**config.mk**
```make
export PLATFORM = sky130hd
export DESIGN_NAME = accel_valley_rotation_detector
export DESIGN_NICKNAME = d
export VERILOG_FILES = /design/src/hw/rtl/avr_pkg.sv /design/src/hw/rtl/avr_slope.sv /design/src/hw/rtl/accel_valley_rotation_detector.sv
export SDC_FILE = /design/constraint.sdc
export NUM_CORES = 1
export LEC_CHECK = 0
export BUFFER_PORTS_ARGS = -buffer_cell sky130_fd_sc_hd__buf_2
export CAP_MARGIN = 25
export CORE_ASPECT_RATIO = 0.7
export CORE_MARGIN = 2
export CORE_UTILIZATION = 60
export DETAILED_ROUTE_END_ITERATION = 8
export PLACE_DENSITY_LB_ADDON = 0.08
export SLEW_MARGIN = 20
export SYNTH_ARGS = -nofsm -noshare
export SYNTH_HDL_FRONTEND = slang
export SYNTH_SLANG_ARGS = --single-unit
```
**constraint.sdc**
```tcl
create_clock -name i_clk -period 16 [get_ports i_clk]
set_input_delay 0 -clock i_clk [delete_from_list [all_inputs] [get_ports i_clk]]
set_output_delay 0 -clock i_clk [all_outputs]
set_load 0.005 [all_outputs]
```
**src/hw/rtl/avr_pkg.sv**
```systemverilog
// types and constants shared by the valley rotation detector
`default_nettype none

package avr_pkg;

    localparam logic [15:0] INTERVAL_RESET = 16'd10;

    typedef enum logic {
        FUNC_TICK  = 1'b0,
        FUNC_CLEAR = 1'b1
    } t_func;

    typedef struct packed {
        t_func              func;
        logic signed [15:0] accel_sample;
    } t_in_item;

    typedef struct packed {
        logic               rotation_flag;
        logic [31:0]        valley_interval_ms;
        logic               sampled;
        logic signed [15:0] smoothed_slope;
    } t_out_item;

    typedef struct packed {
        logic signed [15:0] delta;
        logic signed [15:0] avg;
        logic               valley;
    } t_slope_res;

endpackage

`default_nettype wire

```
**src/hw/rtl/avr_slope.sv**
```systemverilog
// slope datapath: first difference, extrapolated slope, averaging, valley test
`default_nettype none

module avr_slope (
    input  wire logic signed [15:0] i_sample,
    input  wire logic signed [15:0] i_prev_sample,
    input  wire logic signed [15:0] i_prev_delta,
    input  wire logic signed [15:0] i_prev_slope,
    output avr_pkg::t_slope_res     o_res
);

    logic signed [15:0] w_d0;
    logic signed [18:0] w_d0_ext;
    logic signed [18:0] w_d1_ext;
    logic signed [18:0] w_x;
    logic signed [18:0] w_xa;
    logic signed [15:0] w_slope;
    logic signed [16:0] w_s;
    logic signed [16:0] w_sa;
    logic signed [15:0] w_avg;

    assign w_d0     = i_sample - i_prev_sample;
    assign w_d0_ext = {{3{w_d0[15]}}, w_d0};
    assign w_d1_ext = {{3{i_prev_delta[15]}}, i_prev_delta};
    assign w_x      = (w_d0_ext <<< 1) + w_d0_ext - w_d1_ext;
    // add one before halving a negative value so the result truncates toward zero
    assign w_xa     = w_x + $signed({18'b0, w_x[18]});
    assign w_slope  = w_xa[16:1];

    assign w_s      = {w_slope[15], w_slope} + {i_prev_slope[15], i_prev_slope};
    assign w_sa     = w_s + $signed({16'b0, w_s[16]});
    assign w_avg    = w_sa[16:1];

    assign o_res.delta  = w_d0;
    assign o_res.avg    = w_avg;
    assign o_res.valley = i_prev_slope[15] && !w_avg[15] && (w_avg != 16'sd0);

endmodule

`default_nettype wire

```
**src/hw/rtl/accel_valley_rotation_detector.sv**
```systemverilog
// result path: the input register, then the result register; an output stall can hold either
// throughput: one item per cycle while the output is not stalled; the state update sits between the two registers
// the result register stalls the input register only when both are full and stalled
// synchronous active-low reset clears all state but the payload registers, and the handshake; interval resets to 10
// the configuration port is always ready
`default_nettype none

module accel_valley_rotation_detector (
    input  wire logic               i_clk,
    input  wire logic               i_rst_n,
    input  wire logic               i_in_valid,
    output logic                    o_in_stall,
    input  wire avr_pkg::t_in_item  i_in_data,
    output logic                    o_out_valid,
    input  wire logic               i_out_stall,
    output avr_pkg::t_out_item      o_out_data,
    input  wire logic               i_cfg_valid,
    output logic                    o_cfg_ready,
    input  wire logic [15:0]        i_cfg_data
);

    logic [15:0]        r_interval;
    logic               r_in_valid;
    avr_pkg::t_in_item  r_in;
    logic               r_out_valid;
    avr_pkg::t_out_item r_out;

    logic [31:0]        r_time;
    logic [31:0]        r_last_sample;
    logic [31:0]        r_last_valley;
    logic [31:0]        r_valley_int;
    logic signed [15:0] r_prev_sample;
    logic signed [15:0] r_prev_delta;
    logic signed [15:0] r_prev_slope;
    logic               r_flag;

    logic [31:0]        n_time;
    logic [31:0]        n_last_sample;
    logic [31:0]        n_last_valley;
    logic [31:0]        n_valley_int;
    logic signed [15:0] n_prev_sample;
    logic signed [15:0] n_prev_delta;
    logic signed [15:0] n_prev_slope;
    logic               n_flag;
    logic               n_sampled;

    logic               w_out_adv;
    logic               w_work;
    logic               w_in_take;
    logic [31:0]        w_time_inc;
    logic [31:0]        w_elapsed;
    avr_pkg::t_slope_res w_res;

    assign o_cfg_ready = 1'b1;

    assign w_out_adv  = !r_out_valid || !i_out_stall;
    assign w_work     = r_in_valid && w_out_adv;
    assign o_in_stall = r_in_valid && !w_out_adv;
    assign w_in_take  = i_in_valid && !o_in_stall;

    assign w_time_inc = r_time + 32'd1;
    assign w_elapsed  = w_time_inc - r_last_sample;

    avr_slope u_slope (
        .i_sample      (r_in.accel_sample),
        .i_prev_sample (r_prev_sample),
        .i_prev_delta  (r_prev_delta),
        .i_prev_slope  (r_prev_slope),
        .o_res         (w_res)
    );

    always_comb begin
        n_time        = r_time;
        n_last_sample = r_last_sample;
        n_last_valley = r_last_valley;
        n_valley_int  = r_valley_int;
        n_prev_sample = r_prev_sample;
        n_prev_delta  = r_prev_delta;
        n_prev_slope  = r_prev_slope;
        n_flag        = r_flag;
        n_sampled     = 1'b0;
        case (r_in.func)
            avr_pkg::FUNC_CLEAR: begin
                n_flag = 1'b0;
            end
            avr_pkg::FUNC_TICK: begin
                n_time = w_time_inc;
                if (w_elapsed > {16'b0, r_interval}) begin
                    n_sampled     = 1'b1;
                    n_prev_delta  = w_res.delta;
                    n_prev_sample = r_in.accel_sample;
                    n_prev_slope  = w_res.avg;
                    n_last_sample = w_time_inc;
                    if (w_res.valley) begin
                        n_valley_int  = w_time_inc - r_last_valley;
                        n_last_valley = w_time_inc;
                        n_flag        = 1'b1;
                    end
                end
            end
            default: begin
                n_flag = r_flag;
            end
        endcase
    end

    always_ff @(posedge i_clk) begin
        if (!i_rst_n) begin
            r_interval    <= avr_pkg::INTERVAL_RESET;
            r_in_valid    <= 1'b0;
            r_out_valid   <= 1'b0;
            r_time        <= '0;
            r_last_sample <= '0;
            r_last_valley <= '0;
            r_valley_int  <= '0;
            r_prev_sample <= '0;
            r_prev_delta  <= '0;
            r_prev_slope  <= '0;
            r_flag        <= 1'b0;
        end else begin
            if (i_cfg_valid && o_cfg_ready) begin
                r_interval <= i_cfg_data;
            end
            if (w_in_take) begin
                r_in_valid <= 1'b1;
            end else if (w_work) begin
                r_in_valid <= 1'b0;
            end
            if (w_work) begin
                r_out_valid <= 1'b1;
            end else if (!i_out_stall) begin
                r_out_valid <= 1'b0;
            end
            if (w_work) begin
                r_time        <= n_time;
                r_last_sample <= n_last_sample;
                r_last_valley <= n_last_valley;
                r_valley_int  <= n_valley_int;
                r_prev_sample <= n_prev_sample;
                r_prev_delta  <= n_prev_delta;
                r_prev_slope  <= n_prev_slope;
                r_flag        <= n_flag;
            end
        end
    end

    // payload registers
    always_ff @(posedge i_clk) begin
        if (w_in_take) begin
            r_in <= i_in_data;
        end
        if (w_work) begin
            r_out.rotation_flag      <= n_flag;
            r_out.valley_interval_ms <= n_valley_int;
            r_out.sampled            <= n_sampled;
            r_out.smoothed_slope     <= n_prev_slope;
        end
    end

    assign o_out_valid = r_out_valid;
    assign o_out_data  = r_out;

    a_time_step: assert property (@(posedge i_clk) disable iff (!i_rst_n)
        ($past(i_rst_n) && !$stable(r_time)) |-> (r_time == $past(r_time) + 32'd1))
        else $error("millisecond count moved by other than one");

    a_sample_time: assert property (@(posedge i_clk) disable iff (!i_rst_n)
        ($past(i_rst_n) && !$stable(r_last_sample)) |-> (r_last_sample == r_time))
        else $error("sampling time differs from current time");

    a_flag_set: assert property (@(posedge i_clk) disable iff (!i_rst_n)
        ($past(i_rst_n) && $rose(r_flag)) |->
            ($past(w_work) && ($past(r_in.func) == avr_pkg::FUNC_TICK)))
        else $error("rotation flag set without a tick");

    a_stall_full: assert property (@(posedge i_clk) disable iff (!i_rst_n)
        o_in_stall |-> (r_in_valid && r_out_valid && i_out_stall))
        else $error("input stalled while the pipeline can move");

endmodule

`default_nettype wire
```
After elaboration in Yosys (flattened, before gate mapping)
Index checks and enable logic that the tools add are counted.
{ "op_classes": {"reduce_logical": 16, "n_addsub": 9, "muxes": 13, "order_cmp": 1, "eq_ne": 1, "n_bitwise": 1} }
{ "op_table": {"columns": ["cell", "n"], "rows": [
  ["$mux 32", 3],
  ["$sub 32x32->32", 2],
  ["$add 17x2->17", 2],
  ["$add 32x1->32 const B", 1],
  ["$gt 32x16->1", 1],
  ["$mux 16", 2],
  ["$sub 18x16->19", 1],
  ["$add 17x16->18", 1],
  ["$add 16x16->17", 1],
  ["$reduce_bool 16->1", 1],
  ["$sub 16x16->16", 1],
  ["$mux 1", 7],
  ["$logic_and 1x1->1", 5],
  ["$logic_not 1->1", 5],
  ["$reduce_and 4->1", 1],
  ["$reduce_and 3->1", 1],
  ["$ne 2x1->1 const B", 1],
  ["$pmux 1 s2", 1],
  ["$reduce_and 2->1", 1],
  ["$reduce_bool 2->1", 1],
  ["$logic_or 1x1->1", 1],
  ["$not 1->1", 1]
]} }
{ "word_totals": {"in_bits": 38, "ff_bits": 262, "output_inout_bits": 53, "elab_cells": 58} }

Depth between registers and ports, before layout
{ "depth": {"ltp_word": 12, "depth_mapped": 48, "ltp_nobuf": 45} }

Hierarchy
A second synthesis with hierarchy kept.
{ "hier_totals": {"hier_cells": 2058, "area_unflattened_um2": 17650.7} }
{ "modules_own_cells": {"columns": ["mod", "cells_each", "seq_area_each_um2", "area_per_inst_um2", "instances"], "rows": [
  ["accel_valley_rotation_detector", 1591, 5915.7, 14157.3, 1],
  ["avr_slope", 467, 0.0, 3493.4, 1]
]} }

Least setup slack after synthesis
No wires, ideal clock.
{ "synth_path": {"path_kind": "flip-flop to flip-flop", "startpoint": "register r_in[0] in the netlist's numbering", "endpoint": "register r_out (netlist bit o_out_data[18]), data pin", "required_ns": 15.740, "synth_period_minus_slack_ns": 9.461, "n_path_buf": 3, "arrival_ns": 9.200, "setup_ns": 0.260, "path_stages_with_launch": 45, "setup_slack_ns": 6.539, "cell_sequence": "edfxtp_1 inv_1 ha_1 inv_1 fa_1 a21o_1 a21oi_1 o21bai_1 a31o_2 a21oi_1 xnor2_1 inv_1 fa_1 inv_1 ha_1 and2_1 a221oi_1 inv_1 (+9 left out) ha_1 a21o_1 a2111oi_1 o21ba_2 and2_1 ha_1 nand2_1 or3_1 clkbuf_1 or3_1 a21oi_1 o2111ai_1 or4_1 o311a_1 buf_6 nand2_8 buf_12 mux2_4"} }
{ "synth_rtl": {"columns": ["item", "line", "source"], "rows": [
  ["start, declared", "accel_valley_rotation_detector.sv:24", "avr_pkg::t_in_item r_in;"],
  ["start signal, assigned", "accel_valley_rotation_detector.sv:150", "r_in <= i_in_data;"],
  ["end, declared", "accel_valley_rotation_detector.sv:26", "avr_pkg::t_out_item r_out;"]
]} }

==> impl_metrics.csv <==
group,metric,value,unit
critical_path,slowest_stage,"a2111oi_1",
flow_run,maxCapViolations,0,
sta,tightestPinTransition,0.985,ns
yosys,synth_xor_area_share,8.40,%
clocking,cts_root_buffer,"clkbuf_16",
critical_path,critPathRequiredTime,16.30,ns
critical_path,rr_startpoint,"r_in[0]",
floorplan,core_area,29900,sq um
power_and_ir_drop,ir_drop,0.136,mV
yosys,synth_edf_count,67,
final_layout,drive_gt1_share,10.1,%
floorplan,die_area,31700,sq um
power_and_ir_drop,switching_share,40.9,%
placed_design,port_buffers,89,
sta,final_max_slew_viol_count,0,
global_route,gr-usage-met2,37.2,%
critical_path,max_stage_delay,0.67,ns
clocking,clk_pin_slew_worst_paths,0.06,ns
final_layout,n_antenna_cell,0,
clocking,clk_latency,0.56,ns
yosys,synth_top_family_by_area,"simple AND/OR/NAND/NOR gates",
placed_design,place_congestion,0.930,
yosys,netlist_area,18100,sq um
min_path,hp-class,"input pin to register",
critical_path,rr_worst_depth,41,
power_and_ir_drop,p_leak,0.00874,uW
global_route,antenna_found_initial,0,
global_route,grt_max_degree,74,
final_layout,area_growth,11.5,%
clocking,cts_resized,0,
detailed_routing,antenna_left,0,
yosys,muxShareOfSynthArea,12.2,%
final_layout,final_common_cell,"nand2_1",
yosys,yosys.area.top_type,"dfxtp_1",
yosys,yosysWarnings,0,
clocking,h-tree-depth,1,
clocking,cts_buffer_depth,3,
sta,whs,0.0202,ns
sta,grt_setup_unrepaired,"false",
yosys,yosys.area_share.simple,16.0,%
power_and_ir_drop,pwr-share-seq,25.9,%
detailed_routing,totalWireLength,41.0,mm
sta,finalClockSkew,0.0124,ns
sta,relSlewSlack,34.3,%
critical_path,path_class,"register to register",
global_route,use_met1,41.4,%
sta,max_freq,93.2,MHz
placed_design,placedCellCount,2472,
detailed_routing,vias,14400,
critical_path,crit_fanout,32,
yosys,synth-compound-area-share,13.2,%
yosys,avgSynthCellArea,8.91,sq um
yosys,synth_top_area_share,21.5,%
power_and_ir_drop,clkPwrFrac,22.4,%
global_route,track_usage,25.9,%
floorplan,num_io_pins,91,
yosys,async_flop_share,0,%
detailed_routing,vias_per_cell,5.60,
sta,tns,0,ns
sta,setup_viol,0,
yosys,ys.flop_type,"dfxtp_1",
min_path,min_to,"r_interval[8]",
clocking,cts_buffers,27,
critical_path,r2r_slack,5.27,ns
global_route,grtUsageMet3,3.29,%
critical_path,rr_endpoint,"o_out_data[33]",
yosys,synth_fa_ha_area_share,11.3,%
final_layout,layout_common_cells,"nand2_1 (205), dfxtp_1 (195), nor2_1 (187), inv_1 (170), mux2i_1 (156)",
power_and_ir_drop,power_density,142,nW/um^2
power_and_ir_drop,p_int,1700,uW
yosys,syn_inst,2035,
floorplan,die_h,149,um
detailed_routing,wire_per_inst,15.9,um
yosys,yosysUniqueCellTypes,83,
detailed_routing,drtIter0Drc,1091,
global_route,grt_pass1_vias,13200,
yosys,synth_area_leaders,"dfxtp_1 (22%), edfxtp_1 (11%), ha_1 (9.1%)",
floorplan,fp.dieW,212,um
critical_path,arrival,11.02,ns
final_layout,stdcell_count,2577,
power_and_ir_drop,pwr-share-comb,51.7,%
global_route,grt_pass1_wl,66.9,mm
sta,min_period,10.73,ns
placed_design,hpwl,30.0,mm
min_path,hold_depth,3,
floorplan,initial_core_util,60.7,%
sta,finalCritPeriodShare,67.0,%
global_route,overflow,0,
clocking,numClockSinks,262,
clocking,cts_tree,"built",
power_and_ir_drop,power_switching,1170,uW
power_and_ir_drop,power.total,2870,uW
yosys,ys_seq_area_share,32.6,%
global_route,grt.busiest_layer,"met1",
critical_path,critPathLaunchType,"register",
final_layout,fin_nets,2334,
min_path,min_from,"i_cfg_valid",
sta,finalHoldViolations,0,
detailed_routing,drc,0,
yosys,synth-seq-cells,262,
yosys,synth_fp_nets,2225,
detailed_routing,first_pass_iters,6,
critical_path,cp-end-kind,"register",
outcome,status,"finished clean",
floorplan,rows,53,
## power groups by stage
stage          Clock (uW)  Combinational (uW)  Sequential, uW
2_1_floorplan           0                1130             753
5_1_grt               681                1620             745
4_1_cts               657                1450             742
3_5_place_dp            0                1430             756
3_3_place_gp            0                1410             756
6_report              644                1480             742
## cell type report
class                           instances  area (sq um)
Clock buffer                           42           836
Clock inverter                          8          73.8
Fill cell                            2421          9680
Inverter                              172           647
Multi-Input combinational cell       1522         11100
Sequential cell                       262          5920
Tap cell                              412           515
Timing Repair Buffer                  159          1130
## sequential cells by signal (all words and copies together), names as in the netlist
name,flops
r_in_valid,1
r_flag,1
r_last_sample,32
r_in,17
r_prev_slope,16
o_out_valid,1
r_prev_sample,16
r_interval,16
r_prev_delta,16
r_valley_int,32
r_last_valley,32
o_out_data,50
r_time,32
## kinds of logic (layout without fill, tap and decap cells)
logic type               count (synthesis)  in the layout
XOR/XNOR                               174            174
AND/OR/NAND/NOR                        622            622
buffers and inverters                  251            381
adder cells (fa/ha/maj)                152            152
multiplexers                           204            204
flip-flops                             262            262
AO/OA/AOI/OAI                          369            369
other                                    1              1
## worst max path at each step
stage                     slack, ns  startpoint  depth (start not counted)        endpoint
after floorplan                6.54     r_in[0]                         44  o_out_data[18]
after global placement         5.71     r_in[0]                         41  o_out_data[35]
after detailed placement       5.44     r_in[0]                         41  o_out_data[35]
after CTS                      5.36     r_in[0]                         41  o_out_data[36]
after global routing           4.57     r_in[0]                         41  o_out_data[35]
final                          5.27     r_in[0]                         41  o_out_data[33]
## timing repair
action,4_1_cts,5_1_grt
endpoints found under the hold margin,60,0
endpoints found under the setup margin,0,0
setup buffers,0,0
hold buffers,54,0
## through the flow
stage / setup slack [ns] / cell area (sq um) / utilization [%]
after detailed placement: 5.44 / 18800 / 62.7
final: 5.27 / 20200 / 67.6
after floorplan: 6.54 / 18100 / -
after global routing: 4.57 / 20200 / 67.6
after CTS: 5.36 / 20200 / 67.6
after global placement: 5.71 / 18800 / 62.7
## synth_stat cells (4+ instances only)
master,number
or3_1,16
a31o_2,6
and2_1,15
nor2_1,187
a31oi_1,9
a211oi_1,23
nor2b_1,13
xor2_1,70
nor3_1,36
buf_2,12
and3_1,17
o31ai_1,5
o21bai_1,19
nand4_1,21
nand2_1,205
inv_1,171
a21boi_0,5
nand2b_1,18
o211ai_1,10
o2111ai_1,4
buf_8,5
mux2i_1,156
mux2_2,19
xnor2_1,104
buf_6,6
o21ai_0,63
dfxtp_1,195
or4_1,7
a21oi_1,119
mux2_4,29
clkbuf_1,47
nand3_1,50
a2111oi_0,4
buf_4,5
o21a_1,17
a311oi_1,5
a21o_1,40
edfxtp_1,67
ha_1,132
a211o_1,5
fa_1,20
nor4_1,7
and4_1,7
## worst max-delay path, delay by kind of cell, from the launching register on
family | cells | cell delay (ns)
simple gates | 11 | 2.69
flops | 1 | 0.39
fa+ha+maj | 7 | 2.20
mux | 1 | 0.43
xor+xnor | 3 | 0.58
compound gates | 14 | 3.83
buf+inv | 5 | 0.35
## layer usage
layer	up-vias	share of wire, %
li1	7315	-
met1	6698	55
met4	0	1.2
met5	-	0
met3	33	5.2
met2	381	39
No activity file was read; power rests on OpenSTA's default activity.
